[src/sv/bss_pkg.sv]
`timescale 1ns / 1ps

package bss_pkg;

  localparam int unsigned QuotW = 21;
  localparam int unsigned FracW = 16;
  localparam int unsigned TermW = 17;

  localparam logic [16:0] TermOne = 17'd65536;
  localparam logic [15:0] TauFallback = 16'd1920;
  localparam logic [24:0] Log2eQ24 = 25'd24204406;

  localparam logic [2:0] RegWeightRecency = 3'd0;
  localparam logic [2:0] RegWeightSignal = 3'd1;
  localparam logic [2:0] RegWeightRandom = 3'd2;
  localparam logic [2:0] RegWeightClass = 3'd3;
  localparam logic [2:0] RegWeightCrowding = 3'd4;
  localparam logic [2:0] RegRecencyTau = 3'd5;

  localparam logic [2:0] ClsTentative = 3'd0;
  localparam logic [2:0] ClsStaticRandom = 3'd1;
  localparam logic [2:0] ClsNrpa = 3'd2;
  localparam logic [2:0] ClsRpa = 3'd3;
  localparam logic [2:0] ClsPublic = 3'd4;
  localparam logic [2:0] ClsWifi = 3'd5;

  typedef struct packed {
    logic [16:0] signal_term;
    logic [16:0] class_term;
    logic [16:0] crowd_term;
    logic [15:0] random_term;
  } side_t;

  typedef struct packed {
    logic [15:0] w_recency;
    logic [15:0] w_signal;
    logic [15:0] w_random;
    logic [15:0] w_class;
    logic [15:0] w_crowding;
  } weights_t;

  typedef struct packed {
    logic [15:0]      rem;
    logic [QuotW-1:0] quo;
  } div_t;

  // Q24 values of 2^-(2^-(i+1)), indexed from the top fraction bit down.
  function automatic logic [23:0] exp2_neg_frac(input logic [3:0] idx);
    logic [23:0] c;
    case (idx)
      4'd0:    c = 24'd11863283;
      4'd1:    c = 24'd14107901;
      4'd2:    c = 24'd15384775;
      4'd3:    c = 24'd16065917;
      4'd4:    c = 24'd16417715;
      4'd5:    c = 24'd16596492;
      4'd6:    c = 24'd16686609;
      4'd7:    c = 24'd16731851;
      4'd8:    c = 24'd16754518;
      4'd9:    c = 24'd16765863;
      4'd10:   c = 24'd16771539;
      4'd11:   c = 24'd16774377;
      4'd12:   c = 24'd16775796;
      4'd13:   c = 24'd16776506;
      4'd14:   c = 24'd16776861;
      default: c = 24'd16777039;
    endcase
    return c;
  endfunction

  // Unknown classes take the 0.3 prior.
  function automatic logic [16:0] class_prior(input logic [2:0] cls);
    logic [16:0] p;
    case (cls)
      ClsTentative:    p = 17'd19661;
      ClsStaticRandom: p = 17'd65536;
      ClsNrpa:         p = 17'd45875;
      ClsRpa:          p = 17'd16384;
      ClsPublic:       p = 17'd45875;
      ClsWifi:         p = 17'd52429;
      default:         p = 17'd19661;
    endcase
    return p;
  endfunction

endpackage

[src/sv/bss_score.sv]
`timescale 1ns / 1ps

module bss_score (
  input  logic              clk_i,
  input  logic              rst_ni,
  input  logic              en_i,
  input  logic              valid_i,
  input  logic [16:0]       recency_i,
  input  bss_pkg::side_t    side_i,
  input  bss_pkg::weights_t weights_i,
  output logic              valid_o,
  output logic [18:0]       score_o
);
  import bss_pkg::*;

  localparam logic signed [19:0] ScoreMax = 20'sd262143;
  localparam logic signed [19:0] ScoreMin = -20'sd262144;

  logic        mv_q;
  logic [32:0] p_rec_q;
  logic [32:0] p_sig_q;
  logic [32:0] p_rnd_q;
  logic [32:0] p_cls_q;
  logic [32:0] p_crd_q;

  always_ff @(posedge clk_i or negedge rst_ni) begin
    if (!rst_ni) begin
      mv_q <= 1'b0;
    end else if (en_i) begin
      mv_q <= valid_i;
    end
  end

  always_ff @(posedge clk_i) begin
    if (en_i) begin
      p_rec_q <= 33'(weights_i.w_recency) * 33'(recency_i);
      p_sig_q <= 33'(weights_i.w_signal) * 33'(side_i.signal_term);
      p_rnd_q <= 33'(weights_i.w_random) * 33'(side_i.random_term);
      p_cls_q <= 33'(weights_i.w_class) * 33'(side_i.class_term);
      p_crd_q <= 33'(weights_i.w_crowding) * 33'(side_i.crowd_term);
    end
  end

  logic [34:0]        pos_sum;
  logic signed [36:0] acc;
  logic signed [19:0] scaled;
  logic [18:0]        score_d;
  logic               sv_q;
  logic [18:0]        score_q;

  assign pos_sum = 35'(p_rec_q) + 35'(p_sig_q) + 35'(p_rnd_q) + 35'(p_cls_q);
  assign acc = $signed({2'b00, pos_sum}) - $signed({4'b0000, p_crd_q}) + 37'sd65536;
  assign scaled = 20'(acc >>> 17);

  always_comb begin
    if (scaled > ScoreMax) begin
      score_d = ScoreMax[18:0];
    end else if (scaled < ScoreMin) begin
      score_d = ScoreMin[18:0];
    end else begin
      score_d = scaled[18:0];
    end
  end

  always_ff @(posedge clk_i or negedge rst_ni) begin
    if (!rst_ni) begin
      sv_q <= 1'b0;
    end else if (en_i) begin
      sv_q <= mv_q;
    end
  end

  always_ff @(posedge clk_i) begin
    if (en_i) begin
      score_q <= score_d;
    end
  end

  assign valid_o = sv_q;
  assign score_o = score_q;

endmodule

[config.mk]
export PLATFORM = sky130hd
export DESIGN_NAME = bss_score
export DESIGN_NICKNAME = d
export VERILOG_FILES = /design/src/sv/bss_pkg.sv /design/src/sv/bss_score.sv
export SDC_FILE = /design/constraint.sdc
export NUM_CORES = 2
export LEC_CHECK = 0
export ABC_AREA = 1
export BUFFER_PORTS_ARGS = -buffer_cell sky130_fd_sc_hd__buf_2
export CORE_UTILIZATION = 40
export DETAILED_ROUTE_END_ITERATION = 8
export SLEW_MARGIN = 0
export SYNTH_ARGS = -nofsm -noshare
export SYNTH_HDL_FRONTEND = slang
export SYNTH_SLANG_ARGS = --single-unit
export TNS_END_PERCENT = 1
[constraint.sdc]
create_clock -name clk_i -period 9.41 [get_ports clk_i]
set_input_delay 0.941 -clock clk_i [delete_from_list [all_inputs] [get_ports clk_i]]
set_output_delay 0.941 -clock clk_i [all_outputs]
set_load 0.005 [all_outputs]
==> impl_metrics.tcl <==
set metrics [dict create \
    vias_per_cell 4.79 \
    clock_path_buffers 2 \
    drtAntennaViolNets 0 \
    tightest_slew_ns 0.926 \
    use_met1_pct 28.8 \
    crit_path_max_fanout 16 \
    final_nets 8723 \
    yosysWarningCount 0 \
    post_cts_buffers 0 \
    final_layout_size_suffix_gt1_share_pct 4.15 \
    gp_congestion 0.911 \
    tritoncts "yes" \
    die_height_um 377 \
    ys_seq_area_share_pct 9.86 \
    use_met2_pct 37.2 \
    setup_violations 0 \
    num-fill-cells 14165 \
    htreeDepth 4 \
    multi_input_area_um2 41600 \
    critPathArrivalTime_ns 6.74 \
    cp.required_ns 9.64 \
    syn_area_per_cell_um2 8.04 \
    maxCapViolCount 0 \
    slew_violations 0 \
    numCtsBuffers 17 \
    ios 188 \
    syn_nets 8844 \
    vias 42002 \
    cts.sinks 185 \
    grtUsageMet3_pct 1.90 \
    dieArea_um2 142000 \
    holdWs_ns 0.202 \
    num_rows 137 \
    synth_cell_types 41 \
    skew_ns 0.0221 \
    chipWidth_um 377 \
    layout_min_cycle_time_ns 6.51 \
    r2r_start "p_crd_q[10]" \
    coreArea_um2 140000 \
    root_buffer "clkbuf_16" \
    syn_inst 6993 \
    syn_area_um2 56200 \
    cts_hold_buf 0 \
    cts_resized 0 \
    wl_mm 145 \
    yosys_register_bits 185 \
    worst-setup-path-type "in -> reg" \
    register_area_um2 5550 \
    status "complete, no violations" \
    post_drt_wl_per_cell_um 16.6 \
    antenna_found_initial 11 \
    grt.overflow.total 0 \
    grt_util_all_layers_pct 21.4 \
    start_util_pct 40.3 \
    slew_headroom_pct 38.2 \
    cp-start-kind "primary input" \
    first_iter_violations 2449 \
    rsz0062_at_grt "no" \
    dpl.hpwl_mm 121 \
    fin_crit_sh_pct 69.2 \
    syn_to_final_growth_pct 4.76 \
    holdCritPathClass "in -> async" \
    portBuffers 187 \
    top_usage_layer "met2" \
    postLayoutCoreUtil_pct 42.2 \
    drc 0 \
    grt_pass1_vias 45159 \
    grt_max_degree 75 \
    timing.final.hold_violations 0 \
    end_kind "flop" \
    grt_pass1_wl_mm 239 \
    first_pass_iters 5 \
    max_freq_mhz 154 \
    startpoint "side_i[26]" \
    setup_tns_ns 0 \
    clk_pin_slew_ns 0.10 \
    clock_latency_ns 0.50 \
]
==> critical path, stage by stage <==
cell      delay [ns]
buf_2           0.36
nand2_1         0.14
fa_1            0.56
inv_1           0.06
fa_1            0.54
inv_1           0.05
fa_1            0.48
fa_1            0.54
inv_1           0.05
fa_1            0.47
inv_1           0.05
fa_1            0.50
inv_1           0.05
ha_1            0.33
a21oi_1         0.14
a21boi_0        0.45
o21ai_0         0.22
a21boi_0        0.45
nor2_1          0.08
nand2_1         0.07
nand2_1         0.05
xor2_1          0.15
==> metal layers <==
metal	share of wire (%)	wire length, um
met1	44	64200
met2	49	71600
met3	4.5	6490
met4	1.9	2760
met5	0.014	21
==> layout by cell type, fill, tap and decap left out, types with 5 or more instances in the layout <==
master     count
nor2_1       156
fa_1        1122
buf_2        186
o21ai_0       86
inv_1       2083
nor2_2        13
xnor2_1       55
o211ai_1       8
edfxtp_1     183
inv_2          7
nand4_1       30
a21o_1        16
nand2_1     1826
o21a_1        12
nand3_2        6
nor2_4         7
a21oi_1      177
a211oi_1       5
clkbuf_16     17
nor3_1        17
xor2_1       111
ha_1         561
nand3b_1       6
nand3_1       82
a21boi_0      11
nand2_2       25
a31oi_1       31
==> sequential cells by signal, indices dropped and copies added, names as in the netlist <==
signal and flops:
p_cls_q 33, p_crd_q 33, p_rec_q 33, p_sig_q 33, p_rnd_q 32, score_o 19
mv_q 1, valid_o 1
==> per-stage QoR <==
stage / worst slack, ns / cell area (um2) / std cells
after floorplan: 2.76 / 56200 / 6993
after global placement: 2.42 / 58300 / 8729
after detailed placement: 2.36 / 58300 / 8729
after CTS: 2.89 / 58900 / 8761
after global routing: 2.54 / 58900 / 8763
final: 2.90 / 58900 / 8763
==> kinds of logic after synthesis <==
kind of cell / count (synthesis) / synth area share [%]
simple gates: 2180 / 15.4
xor+xnor: 166 / 2.59
buf+inv: 2419 / 16.2
flops: 185 / 9.86
fa+ha+maj: 1683 / 52.4
compound gates: 360 / 3.60
==> worst paths after layout <==
kind | to | slack, ns | depth (start not counted)
max in group asynchronous | mv_q | 9.11 | 1
max reg2reg | score_o[1] | 4.33 | 25
min reg2reg | valid_o | 0.52 | 2
min in group clk_i | valid_o | 0.52 | 2
max | p_crd_q[26] | 2.90 | 22
min | valid_o | 0.20 | 1
==> area by class of cell <==
| class | count | share of cell area [%] |
|---|---|---|
| Multi-Input combinational cell | 4389 | 70.6 |
| Inverter | 2090 | 13.3 |
| Sequential cell | 185 | 9.41 |
| Tap cell | 1876 | 3.98 |
| Timing Repair Buffer | 189 | 1.63 |
| Clock buffer | 17 | 0.722 |
| Clock inverter | 15 | 0.312 |
| Antenna cell | 2 | 0.00850 |
==> cell usage after synthesis, drive strengths merged <==
library cell / count / area share [%]
fa: 1122 / 40
and3: 2 / 0.022
clkbuf: 328 / 2.2
o21bai: 3 / 0.040
o221ai: 4 / 0.062
o211ai: 8 / 0.11
o221a: 1 / 0.020
a21boi: 11 / 0.15
o311ai: 2 / 0.031
ha: 561 / 12
a221oi: 2 / 0.031
o21ai: 86 / 0.77
and2: 2 / 0.022
nand3: 88 / 0.84
buf: 1 / 0.020
nand4: 31 / 0.36
xnor2: 55 / 0.86
inv: 2090 / 14
a211oi: 5 / 0.067
nor3: 20 / 0.20
o2111ai: 1 / 0.016
a31oi: 31 / 0.34
nor4: 3 / 0.033
dfrtp: 2 / 0.089
nor2: 176 / 1.3
nand2: 1852 / 12
xor2: 111 / 1.7
a21oi: 178 / 1.6
a21o: 16 / 0.21
edfxtp: 183 / 9.8
nand3b: 6 / 0.080
o21a: 12 / 0.16
Power is not shown: default switching activity piles up to over one toggle a cycle in this logic, so the estimate is an artifact.
