===== src/sv/bss_pkg.sv =====
`timescale 1ns / 1ps

package bss_pkg;

  localparam int unsigned QuotW = 21;
  localparam int unsigned FracW = 16;
  localparam int unsigned TermW = 17;

  localparam logic [16:0] TermOne = 17'd65536;
  localparam logic [15:0] TauFallback = 16'd1920;
  localparam logic [24:0] Log2eQ24 = 25'd24204406;

  localparam logic [2:0] RegWeightRecency = 3'd0;
  localparam logic [2:0] RegWeightSignal = 3'd1;
  localparam logic [2:0] RegWeightRandom = 3'd2;
  localparam logic [2:0] RegWeightClass = 3'd3;
  localparam logic [2:0] RegWeightCrowding = 3'd4;
  localparam logic [2:0] RegRecencyTau = 3'd5;

  localparam logic [2:0] ClsTentative = 3'd0;
  localparam logic [2:0] ClsStaticRandom = 3'd1;
  localparam logic [2:0] ClsNrpa = 3'd2;
  localparam logic [2:0] ClsRpa = 3'd3;
  localparam logic [2:0] ClsPublic = 3'd4;
  localparam logic [2:0] ClsWifi = 3'd5;

  typedef struct packed {
    logic [16:0] signal_term;
    logic [16:0] class_term;
    logic [16:0] crowd_term;
    logic [15:0] random_term;
  } side_t;

  typedef struct packed {
    logic [15:0] w_recency;
    logic [15:0] w_signal;
    logic [15:0] w_random;
    logic [15:0] w_class;
    logic [15:0] w_crowding;
  } weights_t;

  typedef struct packed {
    logic [15:0]      rem;
    logic [QuotW-1:0] quo;
  } div_t;

  // Q24 values of 2^-(2^-(i+1)), indexed from the top fraction bit down.
  function automatic logic [23:0] exp2_neg_frac(input logic [3:0] idx);
    logic [23:0] c;
    case (idx)
      4'd0:    c = 24'd11863283;
      4'd1:    c = 24'd14107901;
      4'd2:    c = 24'd15384775;
      4'd3:    c = 24'd16065917;
      4'd4:    c = 24'd16417715;
      4'd5:    c = 24'd16596492;
      4'd6:    c = 24'd16686609;
      4'd7:    c = 24'd16731851;
      4'd8:    c = 24'd16754518;
      4'd9:    c = 24'd16765863;
      4'd10:   c = 24'd16771539;
      4'd11:   c = 24'd16774377;
      4'd12:   c = 24'd16775796;
      4'd13:   c = 24'd16776506;
      4'd14:   c = 24'd16776861;
      default: c = 24'd16777039;
    endcase
    return c;
  endfunction

  // Unknown classes take the 0.3 prior.
  function automatic logic [16:0] class_prior(input logic [2:0] cls);
    logic [16:0] p;
    case (cls)
      ClsTentative:    p = 17'd19661;
      ClsStaticRandom: p = 17'd65536;
      ClsNrpa:         p = 17'd45875;
      ClsRpa:          p = 17'd16384;
      ClsPublic:       p = 17'd45875;
      ClsWifi:         p = 17'd52429;
      default:         p = 17'd19661;
    endcase
    return p;
  endfunction

endpackage


===== src/sv/bss_div.sv =====
`timescale 1ns / 1ps

module bss_div #(
  parameter int unsigned BitsPerStage = 3
) (
  input  logic                       clk_i,
  input  logic                       rst_ni,
  input  logic                       en_i,
  input  logic                       valid_i,
  input  logic [23:0]                age_i,
  input  logic [15:0]                tau_i,
  input  bss_pkg::side_t             side_i,
  output logic                       valid_o,
  output logic                       big_o,
  output logic [bss_pkg::QuotW-1:0]  quot_o,
  output bss_pkg::side_t             side_o
);
  import bss_pkg::*;

  localparam int unsigned Stages = (QuotW + BitsPerStage - 1) / BitsPerStage;

  function automatic div_t div_step(input div_t cur, input logic [15:0] tau);
    logic [16:0] trial;
    div_t        nxt;
    trial = {cur.rem, cur.quo[QuotW-1]};
    nxt.quo = {cur.quo[QuotW-2:0], 1'b0};
    if (trial >= {1'b0, tau}) begin
      nxt.rem = 16'(trial - {1'b0, tau});
      nxt.quo[0] = 1'b1;
    end else begin
      nxt.rem = trial[15:0];
    end
    return nxt;
  endfunction

  logic  valid_q [Stages];
  logic  big_q   [Stages];
  div_t  div_q   [Stages];
  side_t side_q  [Stages];

  div_t init_div;
  logic init_big;

  // The quotient is only needed below 2^21; anything larger gives zero recency.
  assign init_div.rem = {1'b0, age_i[23:9]};
  assign init_div.quo = {age_i[8:0], 12'd0};
  assign init_big = ({1'b0, age_i[23:9]} >= tau_i);

  for (genvar s = 0; s < Stages; s++) begin : g_stage
    logic  in_valid;
    logic  in_big;
    div_t  in_div;
    side_t in_side;
    div_t  out_div;

    if (s == 0) begin : g_first
      assign in_valid = valid_i;
      assign in_big = init_big;
      assign in_div = init_div;
      assign in_side = side_i;
    end else begin : g_next
      assign in_valid = valid_q[s-1];
      assign in_big = big_q[s-1];
      assign in_div = div_q[s-1];
      assign in_side = side_q[s-1];
    end

    always_comb begin
      out_div = in_div;
      for (int j = 0; j < BitsPerStage; j++) begin
        if (s * BitsPerStage + j < QuotW) begin
          out_div = div_step(out_div, tau_i);
        end
      end
    end

    always_ff @(posedge clk_i or negedge rst_ni) begin
      if (!rst_ni) begin
        valid_q[s] <= 1'b0;
      end else if (en_i) begin
        valid_q[s] <= in_valid;
      end
    end

    always_ff @(posedge clk_i) begin
      if (en_i) begin
        big_q[s] <= in_big;
        div_q[s] <= out_div;
        side_q[s] <= in_side;
      end
    end
  end

  assign valid_o = valid_q[Stages-1];
  assign big_o = big_q[Stages-1];
  assign quot_o = div_q[Stages-1].quo;
  assign side_o = side_q[Stages-1];

endmodule


===== config.mk =====
export PLATFORM = sky130hd
export DESIGN_NAME = bss_div
export DESIGN_NICKNAME = d
export VERILOG_FILES = /design/src/sv/bss_pkg.sv /design/src/sv/bss_div.sv
export SDC_FILE = /design/constraint.sdc
export NUM_CORES = 1
export LEC_CHECK = 0
export ABC_AREA = 1
export ABC_CLOCK_PERIOD_IN_PS = 5400
export BUFFER_PORTS_ARGS = -buffer_cell sky130_fd_sc_hd__buf_4
export CORE_UTILIZATION = 30
export CTS_BUF_LIST = sky130_fd_sc_hd__clkbuf_8
export CTS_CLUSTER_DIAMETER = 120
export DETAILED_ROUTE_END_ITERATION = 10
export SKIP_CTS_REPAIR_TIMING = 1
export SYNTH_ARGS = -nofsm -noshare
export SYNTH_HDL_FRONTEND = slang
export SYNTH_SLANG_ARGS = --single-unit
export TNS_END_PERCENT = 1

===== constraint.sdc =====
create_clock -name clk_i -period 5.4 [get_ports clk_i]
set_clock_uncertainty 0.15 [all_clocks]
set_input_delay 0.54 -clock clk_i [delete_from_list [all_inputs] [get_ports clk_i]]
set_output_delay 0.54 -clock clk_i [all_outputs]
set_load 0.03 [all_outputs]

==> flow_summary.toml <==
[hold_path]
hp-start = "en_i"
hold_end = "div_q[6][3]$_DFFE_PP_"
hold_class = "in2reg"
holdPathStages = 1

[global_routing]
grt_pass1_vias = 33800
grt_pass1_wl_um = 184000
grt_max_degree = 147
grtUsageTotal_pct = 17.2
antenna_found_initial = 2
overflow = 0

[floorplan]
io_pins = 201
die_area_um2 = 137000
num_rows = 134
dieHeight_um = 371
coreArea_um2 = 134000
initial_utilization_pct = 30.4
die_x_um = 371

[timing]
setup_violations = 26
max_freq_mhz = 180
slew_headroom_pct = 45.1
period_share_pct = 103
drv_slew = 0
setup_ws_ps = -163
period_minus_slack_ps = 5560
worst_pin_slew_ps = 824
whs_ps = 83.2
hold_violations = 0
grt_setup_unrepaired = "yes"

[clock_tree]
cts_tree = "yes"
clk_pin_slew_worst_paths_ps = 60
cts-root-buf = "clkbuf_8"
cts_max_level = 3
clockBufferDepth = 3
clock_latency_ps = 810
cts_sinks = 672
cts_made_buffers = 114

[run]
maxCapViolCount = 0

[worst_setup_path]
setup.worst_path.end_class = "flip-flop"
arrival_ps = 5940
worstPathRequired_ps = 5780
crit_type = "reg2reg"
path_common_cell = "nand2_1"
rr_worst_depth = 33
crit_buf_inv = 9
r2r-start = "div_q[0][26]$_DFFE_PP_"
cp-start-kind = "flip-flop"
critPathMaxStageDelay_ps = 470
worstReg2RegEnd = "div_q[1][21]$_DFFE_PP_"
crit_family = "simple AND/OR/NAND/NOR gates"
r2r_setup_slack_ps = -160
cp_max_fo = 16
cpMaxStageDelayCell = "edfxtp_1"

[detailed_routing]
wl_per_cell_um = 15.8
dr.pass1.iters = 6
drc = 0
first_iter_violations = 2308
num_vias = 36100
antenna_left = 0
via_per_inst = 4.59
wl_um = 124000

[layout]
final_area_um2 = 59800
area_delta_synth_final_pct = 46.6
num-nets-final = 6474
fill_cells = 12800
drive_above_1_share_pct = 34.9

[synth]
synth.area.top_cells = "edfxtp_1 (49%), nand2_1 (12%), ha_1 (11%)"
async_flop_share_pct = 1.04
syn-num-nets = 4816
yosys_warnings = 0
yosys.cell_types.count = 61
yosysTopAreaCellShare_pct = 48.9
synth_area_leader_cell = "edfxtp_1"
synth.top_cells.by_count = "nand2_1 (1,260), edfxtp_1 (665), inv_1 (418)"
ys_seq_area_share_pct = 49.4
ys_ff_latch = 672
avgSynthCellArea_um2 = 9.38
yosysMostFrequentCell = "nand2_1"
synth_edf_count = 665
synth_top_flop_cell = "edfxtp_1"
netlist_instances = 4349
netlist_area_um2 = 40800

[placed_design]
port-buffer-count = 200
dp_hpwl_um = 94700
place_congestion = 0.938
post_dp_cell_area_um2 = 54300

[status]
violations = "negative setup slack"
status = "finished with violations"
placed cells by master (no fill, tap or decap), types with 26 or more instances in the layout:
cell type      count
nand4_1           42
xnor2_1          112
nor2_2            28
buf_12            39
o21ai_1           66
buf_4           1461
o21ai_0           99
inv_1            441
nor2_1           197
xor2_1           122
dlygate4sd3_1     77
ha_4              95
nand3_1          281
ha_1             243
a21oi_2           59
nand2_1         1206
a21oi_1          220
nor3_1            26
edfxtp_1         665
nand2_2           75
clkbuf_8         117
o21ai_2           31
area by class of cell:
cell class | instances | area (um^2) | area share [%]
clock inverter | 94 | 641 | 1.07
antenna | 2 | 5.00 | 0.00837
timing repair buffer | 1596 | 12700 | 21.3
sequential | 672 | 20100 | 33.7
inverter | 434 | 1680 | 2.81
clock buffer | 117 | 1610 | 2.69
tap | 1768 | 2210 | 3.70
multi-input combinational | 3189 | 20800 | 34.7
worst register-to-register path, delay by kind of cell, from the launching register on:
| kind | cells | cell delay [ps] |
|---|---|---|
| AO/OA/AOI/OAI | 4 | 580 |
| adder cells (fa/ha/maj) | 3 | 780 |
| flip-flops | 1 | 470 |
| AND/OR/NAND/NOR | 17 | 2110 |
| buffers and inverters | 9 | 1200 |
stage by stage:
| stage | util (%) | cells | setup slack (ps) | setup TNS [ps] |
|---|---|---|---|---|
| final | 44.6 | 7872 | -163 | -2400 |
| after global routing | 44.6 | 7871 | -444 | -27060 |
| after CTS | 42.1 | 7729 | -423 | -20300 |
| after detailed placement | 40.5 | 7518 | -1070 | -92520 |
| after global placement | 40.5 | 7518 | -1040 | -86300 |
| after floorplan | - | 4349 | -582 | -52960 |
metal layers:
metal | up-vias | part of all wire [%] | GRT usage (%)
met1 | 16900 | 46 | 23.5
met3 | 188 | 4.4 | 2.52
met4 | 0 | 3.0 | 5.52
met5 | - | 0 | 0
met2 | 798 | 47 | 27.7
li1 | 18300 | - | -
cell families after synthesis:
kind of cell / after synthesis / synth area share, %
XOR/XNOR: 234 / 5.02
adder cells (fa/ha/maj): 356 / 11.2
flip-flops: 672 / 49.4
AND/OR/NAND/NOR: 1982 / 20.9
buffers and inverters: 497 / 5.16
AO/OA/AOI/OAI: 607 / 8.39
multiplexers: 1 / 0.0276
flip-flops by register name, indices dropped and copies added (netlist names):
register	flops
div_q	189
g_stage.in_valid	6
side_q	469
valid_o	1
big_q	7
worst max path at each step:
stage	start	end	cells after the start
3_5_place_dp	tau_i[6]	div_q[3][36]$_DFFE_PP_	36
5_1_grt	div_q[0][27]$_DFFE_PP_	div_q[1][30]$_DFFE_PP_	34
3_3_place_gp	tau_i[6]	div_q[5][23]$_DFFE_PP_	36
6_report	div_q[0][26]$_DFFE_PP_	div_q[1][21]$_DFFE_PP_	33
2_1_floorplan	tau_i[1]	div_q[4][34]$_DFFE_PP_	37
4_1_cts	div_q[0][30]$_DFFE_PP_	div_q[1][35]$_DFFE_PP_	31
Power is left out: the tool's default activity adds up to more than one toggle a clock period on the data nets, which glitch-free logic cannot reach.
